`src/rtl/itapf_pkg.sv`:
```
// Package: types and constants of the integer to ASCII formatter.
`default_nettype none

package itapf_pkg;

    // Conversion codes
    localparam logic [2:0] MODE_SDEC = 3'd0;
    localparam logic [2:0] MODE_UDEC = 3'd1;
    localparam logic [2:0] MODE_LHEX = 3'd2;
    localparam logic [2:0] MODE_UHEX = 3'd3;
    localparam logic [2:0] MODE_PTR  = 3'd4;

    // Pad saturation limits
    localparam logic [4:0] MAX_SPACES = 5'd20;
    localparam logic [4:0] MAX_ZEROS  = 5'd20;

    // Digit register holds 16 nibbles, most significant at the top
    localparam logic [4:0] DIGIT_NIBBLES = 5'd16;
    localparam logic [4:0] DEC_BITS_LAST = 5'd31;

    // ASCII codes
    localparam logic [7:0] CH_SPACE   = 8'h20;
    localparam logic [7:0] CH_MINUS   = 8'h2D;
    localparam logic [7:0] CH_ZERO    = 8'h30;
    localparam logic [7:0] CH_X       = 8'h78;
    localparam logic [7:0] CH_UPPER_A = 8'd65;
    localparam logic [7:0] CH_LOWER_A = 8'd97;

    typedef enum logic [1:0] {
        ST_IDLE,
        ST_CONV,
        ST_NORM,
        ST_EMIT
    } t_state;

endpackage

`default_nettype wire

```
`src/rtl/integer_to_ascii_padded_formatter.sv`:
```
// Top level: integer to ASCII formatter with space and zero padding.
// Usage:
//   Input channel (i_in_valid / o_in_stall): one request per conversion with
//   mode, 64-bit value, alignment, space and zero pad counts, digit enable.
//   Output channel (o_out_valid / i_out_stall): one ASCII character per
//   request, o_last high on the final character of a conversion. A
//   conversion that produces no characters produces no output requests.
// Timing:
//   Decimal modes run a bit-serial double-dabble (one bit of the binary value
//   per cycle), hex modes skip it. Leading zero digits are then stripped one
//   nibble per cycle. Characters follow at one per cycle while the receiver
//   does not stall. o_in_stall stays high until the last character has been
//   loaded into the output register.
// Reset (i_rst_n low, synchronous): returns to idle, drops o_out_valid.
// Stall: a stalled character holds in the output register, and character
//   generation pauses until it is taken.
`default_nettype none

module integer_to_ascii_padded_formatter import itapf_pkg::*; (
    input  wire logic        i_clk,
    input  wire logic        i_rst_n,
    // input requests
    input  wire logic        i_in_valid,
    output logic             o_in_stall,
    input  wire logic [2:0]  i_mode,
    input  wire logic [63:0] i_value,
    input  wire logic        i_left_align,
    input  wire logic [4:0]  i_space_count,
    input  wire logic [4:0]  i_zero_count,
    input  wire logic        i_show_digits,
    // output characters
    output logic             o_out_valid,
    input  wire logic        i_out_stall,
    output logic [7:0]       o_char_out,
    output logic             o_last
);

    // control
    t_state      r_state, n_state;
    logic        r_ovalid, n_ovalid;
    // conversion payload
    logic [63:0] r_dig, n_dig;     // digit nibbles, top nibble printed first
    logic [31:0] r_bin, n_bin;     // binary value shifted into double-dabble
    logic [4:0]  r_cnt, n_cnt;     // double-dabble bit counter
    logic [4:0]  r_dcnt, n_dcnt;   // digits still to print
    logic [4:0]  r_sp, n_sp;       // spaces still to print
    logic [4:0]  r_zr, n_zr;       // zero pads still to print
    logic [1:0]  r_pfx, n_pfx;     // "0x" characters still to print
    logic        r_neg, n_neg;
    logic        r_left, n_left;
    logic        r_show, n_show;
    logic        r_upper, n_upper;
    logic [7:0]  r_char, n_char;
    logic        r_last, n_last;

    logic        in_acc;
    logic        out_free;
    logic        hex_mode;
    logic [31:0] mag32;
    logic [63:0] dd_adj;
    logic [5:0]  remain;
    logic [3:0]  nib;
    logic [7:0]  digit_ch;

    assign in_acc   = i_in_valid && !o_in_stall;
    assign out_free = !r_ovalid || !i_out_stall;
    assign hex_mode = (i_mode == MODE_LHEX) || (i_mode == MODE_UHEX) || (i_mode == MODE_PTR);
    // two's complement negate also covers the most negative value
    assign mag32    = (i_mode == MODE_SDEC && i_value[31]) ? (32'd0 - i_value[31:0])
                                                           : i_value[31:0];

    // double-dabble: add 3 to every BCD nibble of 5 or more before the shift
    always_comb begin
        for (int k = 0; k < 16; k++) begin
            dd_adj[k*4 +: 4] = (r_dig[k*4 +: 4] >= 4'd5) ? (r_dig[k*4 +: 4] + 4'd3)
                                                         : r_dig[k*4 +: 4];
        end
    end

    // characters left in this conversion
    assign remain = {1'b0, r_sp} + {1'b0, r_zr} + {4'd0, r_pfx} + {5'd0, r_neg}
                  + (r_show ? {1'b0, r_dcnt} : 6'd0);

    assign nib      = r_dig[63:60];
    assign digit_ch = (nib <= 4'd9) ? (CH_ZERO + {4'd0, nib})
                    : ((r_upper ? CH_UPPER_A : CH_LOWER_A) + {4'd0, nib} - 8'd10);

    always_ff @(posedge i_clk) begin
        if (!i_rst_n) begin
            r_state  <= ST_IDLE;
            r_ovalid <= 1'b0;
        end else begin
            r_state  <= n_state;
            r_ovalid <= n_ovalid;
        end
        r_dig   <= n_dig;
        r_bin   <= n_bin;
        r_cnt   <= n_cnt;
        r_dcnt  <= n_dcnt;
        r_sp    <= n_sp;
        r_zr    <= n_zr;
        r_pfx   <= n_pfx;
        r_neg   <= n_neg;
        r_left  <= n_left;
        r_show  <= n_show;
        r_upper <= n_upper;
        r_char  <= n_char;
        r_last  <= n_last;
    end

    always_comb begin
        n_state  = r_state;
        n_ovalid = r_ovalid;
        n_dig    = r_dig;
        n_bin    = r_bin;
        n_cnt    = r_cnt;
        n_dcnt   = r_dcnt;
        n_sp     = r_sp;
        n_zr     = r_zr;
        n_pfx    = r_pfx;
        n_neg    = r_neg;
        n_left   = r_left;
        n_show   = r_show;
        n_upper  = r_upper;
        n_char   = r_char;
        n_last   = r_last;

        // a taken character frees the output register
        if (r_ovalid && !i_out_stall) begin
            n_ovalid = 1'b0;
        end

        case (r_state)
            ST_IDLE: begin
                if (in_acc) begin
                    n_sp    = (i_space_count > MAX_SPACES) ? MAX_SPACES : i_space_count;
                    n_zr    = (i_zero_count > MAX_ZEROS) ? MAX_ZEROS : i_zero_count;
                    n_pfx   = (i_mode == MODE_PTR) ? 2'd2 : 2'd0;
                    n_neg   = (i_mode == MODE_SDEC) && i_value[31];
                    n_left  = i_left_align;
                    n_show  = i_show_digits;
                    n_upper = (i_mode == MODE_UHEX);
                    n_dcnt  = DIGIT_NIBBLES;
                    n_cnt   = 5'd0;
                    n_bin   = mag32;
                    if (hex_mode) begin
                        n_dig   = i_value;
                        n_state = ST_NORM;
                    end else begin
                        n_dig   = 64'd0;
                        n_state = ST_CONV;
                    end
                end
            end
            ST_CONV: begin
                n_dig = {dd_adj[62:0], r_bin[31]};
                n_bin = {r_bin[30:0], 1'b0};
                n_cnt = r_cnt + 5'd1;
                if (r_cnt == DEC_BITS_LAST) begin
                    n_state = ST_NORM;
                end
            end
            ST_NORM: begin
                // strip leading zero digits, keep at least one
                if (nib == 4'd0 && r_dcnt > 5'd1) begin
                    n_dig  = {r_dig[59:0], 4'd0};
                    n_dcnt = r_dcnt - 5'd1;
                end else begin
                    n_state = ST_EMIT;
                end
            end
            ST_EMIT: begin
                if (remain == 6'd0) begin
                    n_state = ST_IDLE;
                end else if (out_free) begin
                    n_ovalid = 1'b1;
                    n_last   = (remain == 6'd1);
                    if (remain == 6'd1) begin
                        n_state = ST_IDLE;
                    end
                    if (!r_left && r_sp != 5'd0) begin
                        n_char = CH_SPACE;
                        n_sp   = r_sp - 5'd1;
                    end else if (r_neg) begin
                        n_char = CH_MINUS;
                        n_neg  = 1'b0;
                    end else if (r_pfx == 2'd2) begin
                        n_char = CH_ZERO;
                        n_pfx  = 2'd1;
                    end else if (r_pfx == 2'd1) begin
                        n_char = CH_X;
                        n_pfx  = 2'd0;
                    end else if (r_zr != 5'd0) begin
                        n_char = CH_ZERO;
                        n_zr   = r_zr - 5'd1;
                    end else if (r_show && r_dcnt != 5'd0) begin
                        n_char = digit_ch;
                        n_dig  = {r_dig[59:0], 4'd0};
                        n_dcnt = r_dcnt - 5'd1;
                    end else begin
                        // only trailing spaces remain
                        n_char = CH_SPACE;
                        n_sp   = r_sp - 5'd1;
                    end
                end
            end
            default: begin
                n_state = ST_IDLE;
            end
        endcase
    end

    assign o_in_stall  = (r_state != ST_IDLE);
    assign o_out_valid = r_ovalid;
    assign o_char_out  = r_char;
    assign o_last      = r_last;

endmodule

`default_nettype wire

```
`config.mk`:
```
export PLATFORM = sky130hd
export DESIGN_NAME = integer_to_ascii_padded_formatter
export DESIGN_NICKNAME = d
export VERILOG_FILES = /design/src/rtl/itapf_pkg.sv /design/src/rtl/integer_to_ascii_padded_formatter.sv
export SDC_FILE = /design/constraint.sdc
export NUM_CORES = 1
export LEC_CHECK = 0
export ABC_AREA = 1
export ABC_CLOCK_PERIOD_IN_PS = 5970
export BUFFER_PORTS_ARGS = -buffer_cell sky130_fd_sc_hd__buf_2
export CAP_MARGIN = 20
export CORE_ASPECT_RATIO = 1.2
export CORE_MARGIN = 4
export CORE_UTILIZATION = 45
export CTS_BUF_LIST = sky130_fd_sc_hd__clkbuf_4
export DETAILED_ROUTE_END_ITERATION = 7
export PLACE_DENSITY = 0.72
export SLEW_MARGIN = 20
export SYNTH_ARGS = -nofsm -noshare
export SYNTH_HDL_FRONTEND = slang
export SYNTH_SLANG_ARGS = --single-unit
```
`constraint.sdc`:
```
create_clock -name i_clk -period 5.97 [get_ports i_clk]
set_input_delay 1.194 -clock i_clk [delete_from_list [all_inputs] [get_ports i_clk]]
set_output_delay 1.194 -clock i_clk [all_outputs]
set_load 0.02 [all_outputs]
```
Word-level counts from Yosys, hierarchy flattened
Cells that the tools add are included.
{"block": "classes", "n_addsub": 28, "n_lt_le_gt_ge": 20, "eq_ne": 31, "n_mux": 99, "bitwise_logic": 2, "n_reduce_logical": 37}
{"op": "two-way mux 64 bit", "n": 11}
{"op": "case mux 64 bit (4 select lines)", "n": 1}
{"op": "two-way mux 5 bit", "n": 32}
{"op": "greater-or-equal comparator 4 x 3 -> 1 bit (second input constant)", "n": 16}
{"op": "two-way mux 32 bit", "n": 2}
{"op": "two-way mux 4 bit", "n": 16}
{"op": "case mux 32 bit (2 select lines)", "n": 1}
{"op": "adder 4 x 2 -> 4 bit (second input constant)", "n": 15}
{"op": "subtractor 1 x 32 -> 32 bit (first input constant)", "n": 1}
{"op": "two-way mux 2 bit", "n": 15}
{"op": "case mux 5 bit (2 select lines)", "n": 3}
{"op": "!= test 2 bit (second input constant)", "n": 13}
{"op": "!= test 3 bit (second input constant)", "n": 8}
{"op": "two-way mux 7 bit", "n": 3}
{"op": "AND reduction 9 bit", "n": 2}
{"op": "case mux 5 bit (3 select lines)", "n": 1}
{"op": "nonzero test 5 bit", "n": 3}
{"op": "subtractor 5 x 1 -> 5 bit (second input constant)", "n": 3}
{"op": "AND reduction 11 bit", "n": 1}
{"op": "> comparator 5 bit (second input constant)", "n": 2}
{"op": "AND reduction 10 bit", "n": 1}
{"op": "AND reduction 5 bit", "n": 2}
{"op": "adder 7 x 4 -> 8 bit", "n": 1}
{"op": "two-way mux 1 bit", "n": 8}
{"op": "38 further kinds", "n": 56}
{"block": "word_totals", "regBits": 134, "wordCells": 235}

Logic depth before layout (Yosys ltp)
{"block": "depth", "word_depth": 11, "mapped_depth": 21, "depth_no_buf": 21}

Least setup slack after synthesis
OpenSTA, ideal clock, no wires.
{"block": "synth_timing", "kind": "reg-to-reg", "startpoint": "register r_sp[1]", "endpoint": "register r_dig[0] (enable)", "setup_ns": 0.486, "t_arrival_ns": 5.324, "t_required_ns": 5.484, "path_slack_ns": 0.159, "path_stages_with_launch": 17, "path_buffers": 0, "synth_period_minus_slack_ns": 5.811, "cell_sequence": "edfxtp_1 -> fa_1 -> inv_1 -> fa_1 -> inv_1 -> ha_1 -> inv_1 -> fa_1 -> inv_1 -> nand2_1 -> nand2_1 -> nand2_1 -> nand2_1 -> nand2_1 -> nand3_2 -> o21ai_0 -> nor2_1"}
{"block": "synth_via", "elab_chain_cells": 7, "word_cells_on_any_way": 10, "cone_classes": "4 x add/sub; 2 x eq/ne; 4 x reduce/logical"}
{"element": "start: declaration", "line_no": "integer_to_ascii_padded_formatter.sv:46", "rtl": "logic [4:0] r_sp, n_sp;"}
{"element": "start signal: assignment", "line_no": "integer_to_ascii_padded_formatter.sv:100", "rtl": "r_sp <= n_sp;"}
{"element": "adder 5 x 5 -> 6 bit", "line_no": "integer_to_ascii_padded_formatter.sv:81", "rtl": "assign remain = {1'b0, r_sp} + {1'b0, r_zr} + {4'd0, r_pfx} + {5'd0, r_neg}"}
{"element": "adder 6 x 2 -> 6 bit", "line_no": "integer_to_ascii_padded_formatter.sv:81"}
{"element": "adder 6 x 1 -> 6 bit", "line_no": "integer_to_ascii_padded_formatter.sv:81"}
{"element": "adder 6 x 5 -> 6 bit", "line_no": "integer_to_ascii_padded_formatter.sv:82", "rtl": "+ (r_show ? {1'b0, r_dcnt} : 6'd0);"}
{"element": "zero test 6 bit", "line_no": "integer_to_ascii_padded_formatter.sv:173", "rtl": "if (remain == 6'd0) begin"}
{"element": "!= test 2 bit (no line)"}
{"element": "AND reduction 10 bit (no line) *"}
{"element": "end signal: assignment", "line_no": "integer_to_ascii_padded_formatter.sv:96", "rtl": "r_dig <= n_dig;"}
{"element": "end: declaration", "line_no": "integer_to_ascii_padded_formatter.sv:42", "rtl": "logic [63:0] r_dig, n_dig;"}
Every way passes the cells marked *; elsewhere a longest branch is shown, timed or not.
A chain may end at the register's enable or synchronous reset.

Worst setup path in the final report
{"block": "layout_timing", "startpoint": "register r_sp[1]", "endpoint": "register r_dcnt[3] (enable)"}
{"block": "layout_via", "elab_chain_cells": 7, "word_cells_on_any_way": 10, "cone_classes": "4 x add/sub; 2 x eq/ne; 4 x reduce/logical"}
{"element": "adder 5 x 5 -> 6 bit", "line_no": "integer_to_ascii_padded_formatter.sv:81"}
{"element": "adder 6 x 2 -> 6 bit", "line_no": "integer_to_ascii_padded_formatter.sv:81"}
{"element": "adder 6 x 1 -> 6 bit", "line_no": "integer_to_ascii_padded_formatter.sv:81"}
{"element": "adder 6 x 5 -> 6 bit", "line_no": "integer_to_ascii_padded_formatter.sv:82"}
{"element": "zero test 6 bit", "line_no": "integer_to_ascii_padded_formatter.sv:173"}
{"element": "!= test 2 bit (no line)"}
{"element": "AND reduction 11 bit (no line) *"}
{"element": "end signal: assignment", "line_no": "integer_to_ascii_padded_formatter.sv:99", "rtl": "r_dcnt <= n_dcnt;"}
{"element": "end: declaration", "line_no": "integer_to_ascii_padded_formatter.sv:45", "rtl": "logic [4:0] r_dcnt, n_dcnt;"}
Marks and branches as above.

==> flow_metrics.env <==
export IMPL_yosys_area_top_type_share_pct=42.36
export IMPL_ir_drop_v=0.0002559
export IMPL_antenna_found_initial=2
export IMPL_synth_cells=1117
export IMPL_grt_setup_unrepaired="false"
export IMPL_synthTopCellsByArea="edfxtp_1, nand2_1, ha_1"
export IMPL_cp_end_kind="flop"
export IMPL_min_period_over_period_pct=65.36
export IMPL_place_congestion=0.8534
export IMPL_p_per_area_nw_per_um2=514.3
export IMPL_die_area_um2=22840
export IMPL_ys_ff_latch=133
export IMPL_r2r_start="r_sp[1]$_DFFE_PP_"
export IMPL_post_cts_buffers=0
export IMPL_h_tree_depth=4
export IMPL_yosysWarnings=0
export IMPL_arrival_ps=4090
export IMPL_worstPathRequired_ps=6150
export IMPL_clock_sinks=133
export IMPL_synth_edf_count=130
export IMPL_numCtsBuffers=17
export IMPL_routedWlPerCell_um=15.34
export IMPL_skew_ps=24.06
export IMPL_grt_total_usage_pct=19.69
export IMPL_timing_final_ws_setup_ps=2068
export IMPL_nets=1349
export IMPL_final_seq_area_um2=3964
export IMPL_cts_tree="built"
export IMPL_async_flop_share_pct=0
export IMPL_synth_commonest_cells="nand2_1, inv_1, edfxtp_1"
export IMPL_min_from="r_bin[28]$_DFFE_PP_"
export IMPL_tns_ps=0
export IMPL_grt_overflow_total=0
export IMPL_status="finished, final reports clean"
export IMPL_fin_crit_ps=3902
export IMPL_ctsHoldBuffers=0
export IMPL_drive_above_1_share_pct=12.50
export IMPL_drc=0
export IMPL_firstDrtPassIters=6
export IMPL_drt_wl_total_mm=22.76
export IMPL_grt_use_met2_pct=35.61
export IMPL_rows=57
export IMPL_synth_cell_types=48
export IMPL_syn_area_um2=9215
export IMPL_drv_slew=0
export IMPL_timing_slew_headroom_pct=39.74
export IMPL_dieWidth_um=138.6
export IMPL_crit_start="r_sp[1]$_DFFE_PP_"
export IMPL_dp_slack_ps=2047
export IMPL_io_pins=94
export IMPL_n_fill_cell=1921
export IMPL_num_vias=7994
export IMPL_finalHoldViolations=0
export IMPL_drtAntennaViolNets=0
export IMPL_area_growth_pct=10.54
export IMPL_clkTransAtPathRegs_ps=110
export IMPL_synth_top_area_cell="edfxtp_1"
export IMPL_post_cts_resized=0
export IMPL_via_per_inst=5.390
export IMPL_crit_fanout=5
export IMPL_clk_latency_ps=550
export IMPL_grt_busiest_layer="met2"
export IMPL_die_h_um=164.8
export IMPL_synth_ff_type="edfxtp_1"
export IMPL_grt_pass1_vias=7573
export IMPL_leakagePower_nw=4.388
export IMPL_synth_net_count=1263
export IMPL_crit_type="reg2reg"
export IMPL_multi_input_area_um2=4459
export IMPL_yosysSeqAreaShare_pct=43.01
export IMPL_portBuffers=92
export IMPL_drt_first_iter_violations=755
export IMPL_finalSetupViolCount=0
export IMPL_initial_core_util_pct=45.66
export IMPL_cts_root_buf="clkbuf_4"
export IMPL_grt_pass1_wl_mm=36.52
export IMPL_worst_pin_slew_ps=902.6
export IMPL_yosysMostFrequentCell="nand2_1"
export IMPL_hpwlAfterDp_mm=16.74
export IMPL_worstHoldPathType="reg2reg"
export IMPL_use_met1_pct=23.89
export IMPL_grt_start_max_net_pins=53
export IMPL_core_um2=20180
export IMPL_drv_cap=0
export IMPL_cts_buffer_depth=2
export IMPL_worstSetupStartpointType="flop"
export IMPL_syn_avg_cell_area_um2=8.250
export IMPL_grt_use_met3_pct=3.620
export IMPL_clock_fmax_mhz=256.3
[logic make-up after synthesis]
| logic type | Yosys count | share of synthesized area, % |
|---|---|---|
| buffers and inverters | 206 | 8.880 |
| other | 1 | 0.04069 |
| AND/OR/NAND/NOR | 434 | 19.47 |
| XOR/XNOR | 27 | 2.566 |
| AO/OA/AOI/OAI | 253 | 16.82 |
| adder cells (fa/ha/maj) | 63 | 9.206 |
| flip-flops | 133 | 43.01 |
[area by class of cell]
| type | instances | share of cell area, % |
|---|---|---|
| Multi-Input combinational cell | 778 | 43.78 |
| Sequential cell | 133 | 38.91 |
| Inverter | 175 | 6.449 |
| Timing Repair Buffer | 98 | 5.159 |
| Tap cell | 265 | 3.255 |
| Clock buffer | 17 | 1.253 |
| Clock inverter | 15 | 1.142 |
| Antenna cell | 2 | 0.04913 |
[sequential cells by signal (all words and copies together), names as in the netlist, 5 cells and up]
signal      flops
r_sp            5
r_dcnt          5
r_cnt           5
r_zr            5
o_char_out      7
r_bin          32
r_dig          64
[placed cells by master (no fill, tap or decap), drive strengths merged, types with 2 or more instances in the layout]
| master | synthesis | final |
|---|---|---|
| diode | 0 | 2 |
| xnor2 | 2 | 2 |
| inv | 174 | 174 |
| nand4 | 6 | 6 |
| clkinv | 1 | 12 |
| clkbuf | 8 | 17 |
| a22oi | 2 | 2 |
| a31oi | 6 | 6 |
| o221ai | 22 | 22 |
| a211oi | 2 | 2 |
| nor3 | 10 | 10 |
| o21a | 2 | 2 |
| a221o | 2 | 2 |
| a32oi | 14 | 14 |
| o211ai | 35 | 35 |
| o21ai | 103 | 103 |
| nand3 | 55 | 55 |
| nor2 | 131 | 131 |
| xor2 | 25 | 25 |
| o31ai | 2 | 2 |
| o22ai | 2 | 2 |
| ha | 55 | 55 |
| buf | 23 | 98 |
| nand2 | 225 | 225 |
| clkinvlp | 0 | 3 |
| or2 | 3 | 3 |
| fa | 8 | 8 |
| nand3b | 2 | 2 |
| a21oi | 57 | 57 |
| dfxtp | 3 | 3 |
| edfxtp | 130 | 130 |
[metal layers]
layer | wire length [um] | up-vias | part of all wire (%)
met5 | 7 | - | 0.031
met4 | 460 | 2 | 2.0
met3 | 1251 | 38 | 5.5
met2 | 11490 | 247 | 50
met1 | 9550 | 3724 | 42
li1 | - | 3983 | -
[final timing paths]
path,endpoint,slack (ps),cells past startpoint
min,r_bin[29]$_DFFE_PP_,530,2
max reg2reg,r_dcnt[3]$_SDFFCE_PP0P_,2070,16
min reg2reg,r_bin[29]$_DFFE_PP_,530,2
max,r_dcnt[3]$_SDFFCE_PP0P_,2070,16
[metrics by stage]
stage | hold slack [ps] | instances | instance area (um^2) | utilization, % | total power [mW]
2_1_floorplan | 494.4 | 1117 | 9215 | - | 3.993
3_3_place_gp | 501.9 | 1448 | 9910 | 49.10 | 4.582
3_5_place_dp | 505.8 | 1448 | 9910 | 49.10 | 4.675
4_1_cts | 536.6 | 1480 | 10150 | 50.31 | 5.237
5_1_grt | 556.4 | 1482 | 10180 | 50.46 | 5.753
6_report | 531.2 | 1483 | 10190 | 50.47 | 5.238
[critical path, stage by stage (launching register included)]
cell and delay [ps]:
edfxtp_1 450, fa_1 560, inv_1 60, fa_1 460, inv_1 70, ha_1 180, inv_1 60, fa_1 390
inv_1 70, nand2_1 60, nand2_1 80, nand2_1 50, nand2_1 50, nand2_1 80, nand3_2 110, o21ai_0 180
nor3_1 650
[where the power goes]
group	leakage (nW)	switching, mW	internal, mW	total, mW
registers	1.32	0.284	1.69	1.97
clock network	0.132	0.355	0.200	0.554
logic	2.93	1.81	0.902	2.71
(Power assumes the default switching activity.)
